## config.mk

```make
export PLATFORM = sky130hd
export DESIGN_NAME = kiss_frame_receiver
export DESIGN_NICKNAME = d
export VERILOG_FILES = /design/src/design/kfr_pkg.sv /design/src/design/kfr_cfg_regs.sv /design/src/design/kfr_parser.sv /design/src/design/kiss_frame_receiver.sv
export SDC_FILE = /design/constraint.sdc
export NUM_CORES = 1
export LEC_CHECK = 0
export ABC_CLOCK_PERIOD_IN_PS = 11200
export CAP_MARGIN = 20
export CORE_MARGIN = 2
export CORE_UTILIZATION = 57
export CTS_CLUSTER_SIZE = 8
export DETAILED_ROUTE_END_ITERATION = 7
export DONT_BUFFER_PORTS = 1
export PLACE_DENSITY = 0.79
export SLEW_MARGIN = 30
export SYNTH_ARGS = -nofsm -noshare
export SYNTH_HDL_FRONTEND = slang
export SYNTH_SLANG_ARGS = --single-unit
export TNS_END_PERCENT = 50
```

## constraint.sdc

```tcl
create_clock -name aclk -period 11.2 [get_ports aclk]
set_clock_uncertainty 0.1 [all_clocks]
set_input_delay 3.36 -clock aclk [delete_from_list [all_inputs] [get_ports aclk]]
set_output_delay 3.36 -clock aclk [all_outputs]
set_load 0.005 [all_outputs]
```

## src/design/kfr_pkg.sv

```systemverilog
`default_nettype none

package kfr_pkg;

    // Payload buffer size; byte counter width follows from it
    localparam int PAYLOAD_BYTES = 1024;
    localparam int COUNT_W       = $clog2(PAYLOAD_BYTES + 1);

    localparam logic [7:0] CH_FEND  = 8'hC0;
    localparam logic [7:0] CH_FESC  = 8'hDB;
    localparam logic [7:0] CH_TFEND = 8'hDC;
    localparam logic [7:0] CH_TFESC = 8'hDD;

    localparam int CFG_INDEX_W = 2;
    localparam int CFG_DATA_W  = 5;

    localparam logic [CFG_INDEX_W-1:0] REG_ENABLE         = 2'd0;
    localparam logic [CFG_INDEX_W-1:0] REG_WAIT_FOR_START = 2'd1;
    localparam logic [CFG_INDEX_W-1:0] REG_MAX_PORT       = 2'd2;
    localparam logic [CFG_INDEX_W-1:0] REG_COMMAND_COUNT  = 2'd3;

    localparam logic KIND_PAYLOAD = 1'b0;
    localparam logic KIND_END     = 1'b1;

    localparam int TDATA_W = 40;

    typedef enum logic [1:0] {
        PH_START = 2'd0,
        PH_TYPE  = 2'd1,
        PH_DATA  = 2'd2,
        PH_FLUSH = 2'd3
    } phase_t;

    typedef struct packed {
        logic       enable;
        logic       wait_for_start;
        logic [3:0] max_port;
        logic [4:0] command_count;
    } cfg_t;

    typedef struct packed {
        logic        kind;
        logic [7:0]  data_byte;
        logic [9:0]  byte_offset;
        logic [3:0]  command_type;
        logic [3:0]  port_number;
        logic [10:0] frame_length;
        logic        overflowed;
    } result_t;

endpackage

`default_nettype wire

```

## src/design/kfr_cfg_regs.sv

```systemverilog
`default_nettype none

module kfr_cfg_regs (
    input  wire logic                           aclk,
    input  wire logic                           aresetn,
    input  wire logic                           cfg_write,
    input  wire logic [kfr_pkg::CFG_INDEX_W-1:0] cfg_index,
    input  wire logic [kfr_pkg::CFG_DATA_W-1:0]  cfg_data,
    output kfr_pkg::cfg_t                       cfg
);
    import kfr_pkg::*;

    cfg_t cfg_reg;
    cfg_t cfg_next;

    always_comb begin
        cfg_next = cfg_reg;
        if (cfg_write) begin
            case (cfg_index)
                REG_ENABLE:         cfg_next.enable         = cfg_data[0];
                REG_WAIT_FOR_START: cfg_next.wait_for_start = cfg_data[0];
                REG_MAX_PORT:       cfg_next.max_port       = cfg_data[3:0];
                REG_COMMAND_COUNT:  cfg_next.command_count  = cfg_data[4:0];
                default:            cfg_next = cfg_reg;
            endcase
        end
    end

    always_ff @(posedge aclk) begin
        if (!aresetn) begin
            cfg_reg.enable         <= 1'b0;
            cfg_reg.wait_for_start <= 1'b1;
            cfg_reg.max_port       <= 4'd1;
            cfg_reg.command_count  <= 5'd15;
        end else begin
            cfg_reg <= cfg_next;
        end
    end

    assign cfg = cfg_reg;

endmodule

`default_nettype wire

```

## src/design/kfr_parser.sv

```systemverilog
`default_nettype none

module kfr_parser (
    input  wire logic       aclk,
    input  wire logic       aresetn,
    input  wire kfr_pkg::cfg_t cfg,
    input  wire logic       step,
    input  wire logic [7:0] rx_byte,
    output logic            res_valid,
    output kfr_pkg::result_t res
);
    import kfr_pkg::*;

    phase_t             phase_reg,    phase_next;
    logic               esc_reg,      esc_next;
    logic [3:0]         type_reg,     type_next;
    logic [3:0]         port_reg,     port_next;
    logic [COUNT_W-1:0] count_reg,    count_next;
    logic               ovf_reg,      ovf_next;

    logic   [7:0] c;
    logic         delim;
    logic         is_data;
    phase_t       home;

    // Unescape: a byte after FESC is always data
    always_comb begin
        c       = rx_byte;
        delim   = 1'b0;
        is_data = 1'b1;
        if (esc_reg) begin
            if (rx_byte == CH_TFEND) begin
                c = CH_FEND;
            end else if (rx_byte == CH_TFESC) begin
                c = CH_FESC;
            end
        end else if (rx_byte == CH_FESC) begin
            is_data = 1'b0;
        end else if (rx_byte == CH_FEND) begin
            delim = 1'b1;
        end
        home = cfg.wait_for_start ? PH_START : PH_TYPE;
    end

    // Next state
    always_comb begin
        phase_next = phase_reg;
        esc_next   = esc_reg;
        type_next  = type_reg;
        port_next  = port_reg;
        count_next = count_reg;
        ovf_next   = ovf_reg;
        if (step && cfg.enable) begin
            esc_next = !is_data;
            if (is_data) begin
                case (phase_reg)
                    PH_START: begin
                        if (delim) begin
                            phase_next = PH_TYPE;
                        end
                    end
                    PH_TYPE: begin
                        if (!delim) begin
                            type_next  = c[3:0];
                            port_next  = c[7:4];
                            count_next = '0;
                            ovf_next   = 1'b0;
                            if (c[7:4] > cfg.max_port
                                    || {1'b0, c[3:0]} >= cfg.command_count) begin
                                phase_next = PH_FLUSH;
                            end else begin
                                phase_next = PH_DATA;
                            end
                        end
                    end
                    PH_DATA: begin
                        if (delim) begin
                            phase_next = home;
                        end else if (count_reg < COUNT_W'(PAYLOAD_BYTES)) begin
                            count_next = count_reg + COUNT_W'(1);
                        end else begin
                            ovf_next = 1'b1;
                        end
                    end
                    default: begin
                        if (delim) begin
                            phase_next = home;
                        end
                    end
                endcase
            end
        end
    end

    // Result
    always_comb begin
        res_valid        = 1'b0;
        res.kind         = KIND_PAYLOAD;
        res.data_byte    = c;
        res.byte_offset  = 10'(count_reg);
        res.command_type = type_reg;
        res.port_number  = port_reg;
        res.frame_length = '0;
        res.overflowed   = 1'b0;
        if (delim) begin
            res.kind         = KIND_END;
            res.data_byte    = '0;
            res.byte_offset  = '0;
            res.frame_length = 11'(count_reg);
            res.overflowed   = ovf_reg;
        end
        if (step && cfg.enable && is_data && phase_reg == PH_DATA) begin
            res_valid = delim || (count_reg < COUNT_W'(PAYLOAD_BYTES));
        end
    end

    // wait_for_start resets to 1, so the reset phase is always start
    always_ff @(posedge aclk) begin
        if (!aresetn) begin
            phase_reg <= PH_START;
            esc_reg   <= 1'b0;
            type_reg  <= '0;
            port_reg  <= '0;
            count_reg <= '0;
            ovf_reg   <= 1'b0;
        end else begin
            phase_reg <= phase_next;
            esc_reg   <= esc_next;
            type_reg  <= type_next;
            port_reg  <= port_next;
            count_reg <= count_next;
            ovf_reg   <= ovf_next;
        end
    end

endmodule

`default_nettype wire

```

## src/design/kiss_frame_receiver.sv

```systemverilog
// A result passes from the input register through the parse step into the result
// register, and can be taken from m_ once it sits in the result register.
// Throughput: one byte per cycle, sustained while m_tready stays high.
// The parse step (unescape, phase decode, counter) sits between the input
// register and the result register; a full result register with m_tready
// low stalls it, and stalls the input register too once that holds a byte.
// Reset (aresetn low, synchronous): registers to their defaults (disabled,
// wait for start), parser to the start phase, both pipeline registers empty.
`default_nettype none

module kiss_frame_receiver (
    input  wire logic                            aclk,
    input  wire logic                            aresetn,
    // input byte stream
    input  wire logic                            s_tvalid,
    output logic                                 s_tready,
    input  wire logic [7:0]                      s_tdata,   // [7:0] rx_byte
    // result stream
    output logic                                 m_tvalid,
    input  wire logic                            m_tready,
    // [7:0] data_byte, [17:8] byte_offset, [21:18] command_type,
    // [25:22] port_number, [36:26] frame_length, [37] overflowed, [39:38] zero
    output logic [kfr_pkg::TDATA_W-1:0]          m_tdata,
    output logic                                 m_tuser,   // [0] kind
    // register writes
    input  wire logic                            cfg_valid,
    output logic                                 cfg_ready,
    input  wire logic [kfr_pkg::CFG_INDEX_W-1:0] cfg_index,
    input  wire logic [kfr_pkg::CFG_DATA_W-1:0]  cfg_data
);
    import kfr_pkg::*;

    cfg_t    cfg;
    result_t res;
    logic    res_valid;

    // input register
    logic       in_valid_reg;
    logic [7:0] in_byte_reg;
    // result register
    logic       out_valid_reg;
    result_t    out_reg;

    logic out_free;
    logic advance;

    // The result register can take a new request when empty or being drained
    assign out_free  = !out_valid_reg || m_tready;
    assign advance   = in_valid_reg && out_free;
    assign s_tready  = !in_valid_reg || out_free;
    assign cfg_ready = 1'b1;

    kfr_cfg_regs u_cfg (
        .aclk      (aclk),
        .aresetn   (aresetn),
        .cfg_write (cfg_valid),
        .cfg_index (cfg_index),
        .cfg_data  (cfg_data),
        .cfg       (cfg)
    );

    kfr_parser u_parser (
        .aclk      (aclk),
        .aresetn   (aresetn),
        .cfg       (cfg),
        .step      (advance),
        .rx_byte   (in_byte_reg),
        .res_valid (res_valid),
        .res       (res)
    );

    always_ff @(posedge aclk) begin
        if (!aresetn) begin
            in_valid_reg <= 1'b0;
        end else if (s_tready) begin
            in_valid_reg <= s_tvalid;
        end
    end

    always_ff @(posedge aclk) begin
        if (s_tready && s_tvalid) begin
            in_byte_reg <= s_tdata;
        end
    end

    always_ff @(posedge aclk) begin
        if (!aresetn) begin
            out_valid_reg <= 1'b0;
        end else if (out_free) begin
            out_valid_reg <= advance && res_valid;
        end
    end

    always_ff @(posedge aclk) begin
        if (advance && res_valid) begin
            out_reg <= res;
        end
    end

    assign m_tvalid = out_valid_reg;
    assign m_tuser  = out_reg.kind;
    assign m_tdata  = {2'b00, out_reg.overflowed, out_reg.frame_length,
                       out_reg.port_number, out_reg.command_type,
                       out_reg.byte_offset, out_reg.data_byte};

    // A held input byte behind a stalled result must block new requests
    a_backpressure: assert property (@(posedge aclk) disable iff (!aresetn)
        in_valid_reg && out_valid_reg && !m_tready |-> !s_tready)
        else $error("input accepted while pipeline stalled");

    // Frame-end length never exceeds the buffer size
    a_len_bound: assert property (@(posedge aclk) disable iff (!aresetn)
        m_tvalid && m_tuser == KIND_END
            |-> 32'(m_tdata[36:26]) <= PAYLOAD_BYTES)
        else $error("frame length beyond buffer size");

    // Payload results carry no length and no overflow flag
    a_payload_clean: assert property (@(posedge aclk) disable iff (!aresetn)
        m_tvalid && m_tuser == KIND_PAYLOAD
            |-> m_tdata[37:26] == 12'd0)
        else $error("payload result with frame-end fields set");

    // A new result only follows a byte held in the input register in the previous cycle
    a_result_source: assert property (@(posedge aclk) disable iff (!aresetn)
        $rose(m_tvalid) |-> $past(in_valid_reg))
        else $error("result without a source byte");

endmodule

`default_nettype wire
```

==> impl_metrics.yaml, run 1 <==
logic_synthesis:
  yosysMostFrequentCell: "sky130_fd_sc_hd__edfxtp_1"
  synth_simple_gate_area_share: 0.2011
  syn_area_per_cell_sq_um: 11.67
  number_of_distinct_library_cells_after_synthesis: 46
  synth_top_family_by_area: "simple AND/OR/NAND/NOR gates"
  library_cell_with_the_largest_summed_area_after_synthesis: "sky130_fd_sc_hd__edfxtp_1"
  synthTopCellsByArea: "sky130_fd_sc_hd__edfxtp_1 (40%), sky130_fd_sc_hd__dfxtp_1 (21%), sky130_fd_sc_hd__nor2b_1 (3.6%)"
  synth.yosys.warnings: 0
  synthAdderAreaFrac: 0.03215
  syn-instance-count: 300
  post_synth_mux_area_share: 0.02572
  syn_area_sq_um: 3502
  ys_dominant_reg_cell: "sky130_fd_sc_hd__edfxtp_1"
  synth_seq_area_share: 0.6088
  synthArstFlopShare: 0
  synth_largest_type_area_fraction: 0.4030
  synth_compound_area_frac: 0.08074
  edff_count_synth: 47
  synthTopCellsByCount: "sky130_fd_sc_hd__edfxtp_1 (47), sky130_fd_sc_hd__dfxtp_1 (36), sky130_fd_sc_hd__nand2_1 (26)"
  ys_ff_latch: 83
  synth_xor_xnor_area_share: 0.01250
timing:
  fin_crit_sh: 0.6531
  setup_total_negative_slack_ns: 0
  period_needed_ns: 7.314
  unrepaired_setup_endpoints_after_global_routing: "false"
  report.final.setup_viol: 0
  relSlewSlack: 0.3325
  max_freq_ghz: 0.1367
  slew_viol_final: 0
  worst-slew-pin-transition_ns: 0.9936
  final-hold-violation-count: 0
global_routing:
  use_met1: 0.2415
  grt_total_ovfl: 0
  grt_antenna_before_repair: 0
  globalRouteMet3Util: 0.05435
  globalRouteMet2Util: 0.3016
  grt_first_pass_wirelength_microns: 9584
  top_usage_layer: "met2"
  globalRouteTotalUtil: 0.1915
  grt_max_degree: 30
  grt_pass1_vias: 2005
final_layout:
  layout-drive-gt1-share: 0.08581
  largest_register_ffs: 38
  final_nets: 327
  finish.cell_count_without_fillers: 378
  multi_input_area_sq_um: 1257
  antenna-diode-count: 0
  regArea_sq_um: 2132
  fill_cells: 437
  layout_overhead_on_the_synthesized_area_pct: 6.681
drt:
  antenna_violating_nets_remaining: 0
  drt_iter0_markers: 158
  drt_first_pass_iters: 4
  vias: 2138
  drt_wl_total_microns: 5953
  routed_length_per_placed_instance_microns: 15.75
  remaining_drc_errors: 0
  route.detailed.vias_per_inst: 5.656
cts:
  cts-hold-fix-buffers: 0
  ctsLongestPathBuffers: 2
  number_of_sinks_on_the_clock_net: 83
  htreeDepth: 3
  tritoncts_clock_tree: "yes"
  ctsRootBufferMaster: "sky130_fd_sc_hd__clkbuf_8"
  inserted_clock_buffers: 9
  clk_pin_slew_ns: 0.07
  clk_latency_ns: 0.35
  postCtsSetupRepairBufs: 0
  cts-resized-gates: 0
flow_run:
  max_cap_violations: 0
setup_path:
  critical_path.n_buffers_inverters: 0
  timing.critical_path.slowest_cell_delay_ns: 0.34
  timing.setup.critical_path_class: "in2out"
  worstPathCellList: "nor2b_1 -> nand2_1"
  critical_path_required_ns: 7.74
  crit_path_top_delay_cell: "sky130_fd_sc_hd__nor2b_1"
  path_delay_family: "simple AND/OR/NAND/NOR gates"
  cp.arrival_ns: 3.85
  worst_setup_path_end_kind: "output port"
  crit_path_start_kind: "primary input"
  largest_fanout_of_any_net_on_the_critical_path: 7
floorplanning:
  floorplan.die.height_microns: 82.39
  fp.dieW_microns: 82.39
  fp.dieArea_sq_um: 6787
  floorplan.core_area_sq_um: 5921
  floorplan.io_pins: 64
  initial_core_util: 0.5915
  row_count: 28
place:
  dp_hpwl_microns: 4161
  placed_instances: 362
  port_buffers: 0
  routability_congestion: 0.8661
hold_path:
  hold_path.class: "reg2reg"
power:
  total_power_mw: 0.5444
  power-per-cell-area_nw_per_um2: 145.7
  irDropWorstVdd_v: 0.00007712
  power_leakage_nw: 1.401
run_status:
  run_status: "completed"
[layout by cell type, fill, tap and decap left out, drive strengths merged, types with 3 or more instances in the layout]
cell and n:
a21boi 10, a21oi 7, a41o 3, and2 15
and3 4, buf 3, clkbuf 11, conb 3
dfxtp 36, edfxtp 47, ha 9, inv 12
mux2i 9, nand2 29, nand3 14, nand3b 3
nand4 8, nor2 14, nor2b 20, nor3 3
o211ai 3, o21a 3, o21ai 6, or3 4
xor2 4
[final cells by class]
class,instances,share of cell area
sequential,83,0.5707
multi-input combinational,189,0.3366
clock buffer,11,0.03516
tap,75,0.02512
clock inverter,5,0.01440
inverter,12,0.01206
timing repair buffer,3,0.006028
[path summary, 6_finish.rpt]
kind,slack (ns),startpoint,depth (start not counted),endpoint
setup reg to reg,8.61,u_parser.phase_reg[1]$_SDFFE_PN0P_,5,u_parser.phase_reg[0]$_SDFFE_PN0P_
hold reg to reg,0.34,u_parser.type_reg[3]$_SDFFE_PN0P_,0,m_tdata[21]$_DFFE_PP_
hold / removal,0.34,u_parser.type_reg[3]$_SDFFE_PN0P_,0,m_tdata[21]$_DFFE_PP_
setup / recovery,3.89,m_tready,2,s_tready
[metal layers]
layer	vias up	wire length, microns
li1	1053	-
met1	1002	2619
met2	73	2899
met3	10	344
met4	0	89
met5	-	0
[where the power goes]
part	switching, mW	leakage [nW]	internal, mW	total [mW]
Sequential	0.00366	0.772	0.323	0.327
Combinational	0.00790	0.542	0.00693	0.0148
Clock	0.101	0.0870	0.102	0.203
Total	0.112	1.40	0.432	0.544
[cells by family (layout without fill, tap and decap cells)]
family	Yosys count	in the layout
AO/OA/AOI/OAI	38	38
XOR/XNOR	5	5
adder cells (fa/ha/maj)	9	9
buffers and inverters	29	31
flip-flops	83	83
multiplexers	9	9
other	2	3
AND/OR/NAND/NOR	125	125
[through the flow]
stage	hold slack (ns)	instance area, sq um	setup slack (ns)	utilization
floorplan	0.3080	3506	3.962	-
global placement	0.3141	3551	3.887	0.5997
detailed placement	0.3260	3551	3.884	0.5997
CTS	0.3376	3736	3.882	0.6310
global route	0.3518	3736	3.769	0.6310
finish	0.3361	3736	3.886	0.6310
Power figures use the tool's default switching activity.
==> run 2, diff against run 1 <==
Settings changed: ABC_CLOCK_PERIOD_IN_PS 11200 to 5900, CORE_UTILIZATION 57 to 56, PLACE_DENSITY 0.79 to 0.81.
Clock period 11.2 ns to 5.9 ns, I/O delays scaled along.
==> run 2 against run 1 <==
Compared with the run above:
- total power increased by 91%
- first-iteration DRC count shrank 35%
- via count up 0.75%
- critical path type unchanged
==> impl_metrics.yaml, run 2 (synthesis results as in run 1) <==
final_layout:
  largest_register_ffs: 38
  antenna-diode-count: 0
  final_nets: 327
  layout-drive-gt1-share: 0.08911
  layout_overhead_on_the_synthesized_area_pct: 6.860
  layout.cells.most_common_list: "sky130_fd_sc_hd__edfxtp_1 (47), sky130_fd_sc_hd__dfxtp_1 (36), sky130_fd_sc_hd__nand2_1 (26), sky130_fd_sc_hd__nor2b_1 (20), sky130_fd_sc_hd__and2_1 (15)"
  fill_cells: 466
  finish.cell_count_without_fillers: 378
  commonest_non_fill_non_tap_cell_in_the_layout: "sky130_fd_sc_hd__edfxtp_1"
floorplanning:
  floorplan.die.height_microns: 83.08
  floorplan.core_area_sq_um: 5991
  initial_core_util: 0.5846
  fp.dieW_microns: 83.08
  floorplan.io_pins: 64
  row_count: 28
  fp.dieArea_sq_um: 6902
setup_path:
  worst_setup_path_end_kind: "output port"
  timing.setup.critical_path_class: "in2out"
  crit_path_start_kind: "primary input"
  crit_path_top_delay_cell: "sky130_fd_sc_hd__nor2b_1"
  critical_path_required_ns: 4.03
  timing.critical_path.slowest_cell_delay_ns: 0.38
  largest_fanout_of_any_net_on_the_critical_path: 7
  worstPathCellList: "nor2b_1 -> nand2_1"
  path_delay_family: "simple AND/OR/NAND/NOR gates"
  critical_path.n_buffers_inverters: 0
  cp.arrival_ns: 2.31
timing:
  holdWs_ns: 0.3420
  slew_viol_final: 0
  unrepaired_setup_endpoints_after_global_routing: "false"
  final-hold-violation-count: 0
  relSlewSlack: 0.4494
  period_needed_ns: 4.183
  max_freq_ghz: 0.2390
  fin_crit_sh: 0.7090
  worst-slew-pin-transition_ns: 0.8196
  report.final.setup_viol: 0
  setup_slack_ns: 1.717
  setup_total_negative_slack_ns: 0
cts:
  clk_pin_slew_ns: 0.08
  htreeDepth: 3
  number_of_sinks_on_the_clock_net: 83
  postCtsSetupRepairBufs: 0
  cts-resized-gates: 0
  cts-hold-fix-buffers: 0
  inserted_clock_buffers: 9
  clk_latency_ns: 0.35
  tritoncts_clock_tree: "yes"
  ctsLongestPathBuffers: 2
  ctsRootBufferMaster: "sky130_fd_sc_hd__clkbuf_8"
place:
  placed_instances: 362
  dp_hpwl_microns: 4389
  place_worst_setup_slack_ns: 1.719
  routability_congestion: 0.7750
  port_buffers: 0
drt:
  drt_wl_total_microns: 6050
  antenna_violating_nets_remaining: 0
  drt_first_pass_iters: 4
  vias: 2154
  drt_iter0_markers: 102
  routed_length_per_placed_instance_microns: 16.01
  route.detailed.vias_per_inst: 5.698
  remaining_drc_errors: 0
global_routing:
  grt_total_ovfl: 0
  globalRouteTotalUtil: 0.1838
  grt_first_pass_wirelength_microns: 9915
  grt_antenna_before_repair: 0
  grt_pass1_vias: 2033
  grt_max_degree: 30
power:
  share_of_power_burned_in_registers: 0.595
  switching_share: 0.2123
  power-per-cell-area_nw_per_um2: 278.2
  power.internal_mw: 0.8201
  irDropWorstVdd_v: 0.0002120
  power_frac_clock: 0.377
  netSwitchingPower_mw: 0.2211
  combinationalPowerShare: 0.027
  power_leakage_nw: 1.408
hold_path:
  hold_path.class: "reg2reg"
run_status:
  run_status: "completed"
flow_run:
  max_cap_violations: 0
-- run 2: area by class of cell --
type,count,area (sq um),share of cell area
clock buffer,9,123.9,0.03310
clock inverter,7,67.56,0.01805
inverter,12,45.04,0.01204
multi-input combinational,189,1257,0.3360
sequential,83,2132,0.5697
tap,75,93.84,0.02508
timing repair buffer,3,22.52,0.006018
-- run 2: worst paths after layout --
kind                                                        start                        end  slack, ns  cells past startpoint
worst max register to register           in_byte_reg[1]$_DFFE_PP_  m_tdata[33]$_SDFFCE_PN0P_       2.88                      6
worst max-delay path                                     m_tready                   s_tready       1.72                      2
worst min-delay path            u_parser.type_reg[3]$_SDFFE_PN0P_      m_tdata[21]$_DFFE_PP_       0.34                      0
worst min register to register  u_parser.type_reg[3]$_SDFFE_PN0P_      m_tdata[21]$_DFFE_PP_       0.34                      0
-- run 2: power groups by stage --
stage | clock [mW] | combinational (mW) | sequential (mW)
after detailed placement | 0 | 0.0281 | 0.633
after floorplan | 0 | 0.0284 | 0.630
after global routing | 0.430 | 0.0325 | 0.621
after CTS | 0.404 | 0.0287 | 0.619
after global placement | 0 | 0.0265 | 0.633
final | 0.393 | 0.0286 | 0.620
-- run 2: metal layers --
metal | part of all wire | routed length, microns | GRT usage
met1 | 0.43 | 2622 | 0.2197
met2 | 0.49 | 2972 | 0.2940
met3 | 0.052 | 312 | 0.07356
met4 | 0.023 | 142 | 0.08048
met5 | 0 | 0 | 0
-- run 2: per-stage QoR --
stage                     total power [mW]  area (sq um)    util
after CTS                            1.053          3742  0.6247
after global placement              0.6592          3543  0.5915
after detailed placement            0.6609          3551  0.5927
after floorplan                     0.6582          3506       -
after global routing                 1.083          3742  0.6247
final                                1.041          3742  0.6247
==> run 3, diff against run 2 <==
Settings changed: ABC_CLOCK_PERIOD_IN_PS 5900 to 3400.
Clock period 5.9 ns to 3.4 ns, I/O delays scaled along.
==> run 3 against run 2 <==
Compared with the run above:
- routed wire length grew 2.3%
- critical path depth is the same
- final area grew 0.94%
- non-clock buffer count is the same
- worst setup slack lost 0.98 ns
- largest power group unchanged
- combinational power grew 72%
- register-to-register slack lost 2.1 ns
- final cell count is the same
- utilization grew 0.58 points
- flip-flop and latch count is the same
- clock power grew 85%
==> impl_metrics.yaml, run 3 (synthesis results as in run 1) <==
run_status:
  run_status: "completed"
place:
  place_worst_setup_slack_ns: 0.7425
  routability_congestion: 0.7727
  post_dp_cell_area_sq_um: 3563
  dp_hpwl_microns: 4350
  port_buffers: 0
setup_path:
  crit_path_start_kind: "primary input"
  reg2reg_setup_slack_ns: 0.78
  timing.setup.critical_path_class: "in2out"
  largest_fanout_of_any_net_on_the_critical_path: 7
  critical_path_required_ns: 2.28
  r2r_cells: 5
  cp.arrival_ns: 1.54
  critical_path.n_buffers_inverters: 0
  timing.critical_path.slowest_cell_delay_ns: 0.36
  worstPathCellList: "nor2b_1 -> nand2_1"
  worst_setup_path_end_kind: "output port"
  crit_cells: 2
  path_delay_family: "simple AND/OR/NAND/NOR gates"
  crit_path_top_delay_cell: "sky130_fd_sc_hd__nor2b_1"
flow_run:
  max_cap_violations: 0
cts:
  ctsRootBufferMaster: "sky130_fd_sc_hd__clkbuf_8"
  tritoncts_clock_tree: "yes"
  postCtsSetupRepairBufs: 0
  inserted_clock_buffers: 9
  number_of_sinks_on_the_clock_net: 83
  cts-hold-fix-buffers: 0
  clk_pin_slew_ns: 0.07
  ctsLongestPathBuffers: 2
  cts-resized-gates: 0
  htreeDepth: 3
  clk_latency_ns: 0.35
final_layout:
  layout-drive-gt1-share: 0.09241
  final_nets: 327
  antenna-diode-count: 0
  commonest_non_fill_non_tap_cell_in_the_layout: "sky130_fd_sc_hd__edfxtp_1"
  layout_overhead_on_the_synthesized_area_pct: 7.860
  largest_register_ffs: 38
  layout.cells.most_common_list: "sky130_fd_sc_hd__edfxtp_1 (47), sky130_fd_sc_hd__dfxtp_1 (36), sky130_fd_sc_hd__nand2_1 (26), sky130_fd_sc_hd__nor2b_1 (20), sky130_fd_sc_hd__and2_1 (15)"
  fill_cells: 455
  final_design_area_no_fill_sq_um: 3777
timing:
  report.final.setup_viol: 0
  fin_crit_sh: 0.7819
  slew_viol_final: 0
  final-hold-violation-count: 0
  worst-slew-pin-transition_ns: 0.6995
  setup_total_negative_slack_ns: 0
  unrepaired_setup_endpoints_after_global_routing: "false"
  setup_slack_ns: 0.7417
  period_needed_ns: 2.658
  max_freq_ghz: 0.3762
  relSlewSlack: 0.5294
power:
  power_leakage_nw: 1.418
  power-per-cell-area_nw_per_um2: 490.4
  irDropWorstVdd_v: 0.0002243
floorplanning:
  fp.dieArea_sq_um: 6902
  floorplan.core_area_sq_um: 5991
  row_count: 28
  floorplan.die.height_microns: 83.08
  initial_core_util: 0.5846
  fp.dieW_microns: 83.08
  floorplan.io_pins: 64
drt:
  remaining_drc_errors: 0
  drt_first_pass_iters: 4
  antenna_violating_nets_remaining: 0
  drt_iter0_markers: 148
  route.detailed.vias_per_inst: 5.646
  routed_length_per_placed_instance_microns: 16.37
  drt_wl_total_microns: 6188
  vias: 2134
hold_path:
  min_delay_path_depth: 0
  hold_path.class: "reg2reg"
global_routing:
  grt_max_degree: 36
  grt_pass1_vias: 2028
  grt_first_pass_wirelength_microns: 10280
  globalRouteTotalUtil: 0.1903
  grt_antenna_before_repair: 0
  grt_total_ovfl: 0
-- run 3: cell types whose count changed in the layout (fill, tap and decap cells not counted), sizes merged --
cell,delta
clkbuf,+4
clkinv,-4
clkinvlp,+1
inv,-1
-- run 3: final timing paths --
path / start / endpoint
setup / recovery: m_tready / s_tready
hold / removal: u_parser.type_reg[3]$_SDFFE_PN0P_ / m_tdata[21]$_DFFE_PP_
setup reg to reg: in_byte_reg[1]$_DFFE_PP_ / m_tdata[5]$_SDFFCE_PP0P_
hold reg to reg: u_parser.type_reg[3]$_SDFFE_PN0P_ / m_tdata[21]$_DFFE_PP_
-- run 3: routing by layer --
layer  global-route usage  routed length (microns)  up-vias
met5                    0                        0        -
met1               0.2366                     2665     1008
met4              0.07601                       60        0
met3              0.06859                      390        7
li1                     -                        -     1054
met2               0.3035                     3072       65
-- run 3: layout make-up --
type                            count  area, sq um  area share
Multi-Input combinational cell    189         1257      0.3329
Clock inverter                      3        45.04     0.01192
Clock buffer                       13        168.9     0.04472
Timing Repair Buffer                3        35.03    0.009275
Tap cell                           75        93.84     0.02484
Inverter                           12        45.04     0.01192
Sequential cell                    83         2132      0.5644
-- run 3: power by group --
group / internal, mW / leakage, nW / total (mW) / switching, mW
Combinational: 0.0230 / 0.545 / 0.0493 / 0.0263
Clock: 0.400 / 0.102 / 0.727 / 0.327
Sequential: 1.06 / 0.772 / 1.08 / 0.0117
-- run 3: metrics by stage --
step                      hold WS [ns]  power, mW  utilization  cells
after global routing            0.3472      1.922       0.6305    378
after detailed placement        0.3223      1.147       0.5948    362
after CTS                       0.3396      1.867       0.6305    378
after global placement          0.3166      1.144       0.5948    362
final                           0.3371      1.852       0.6305    378
after floorplan                 0.3080      1.142            -    301
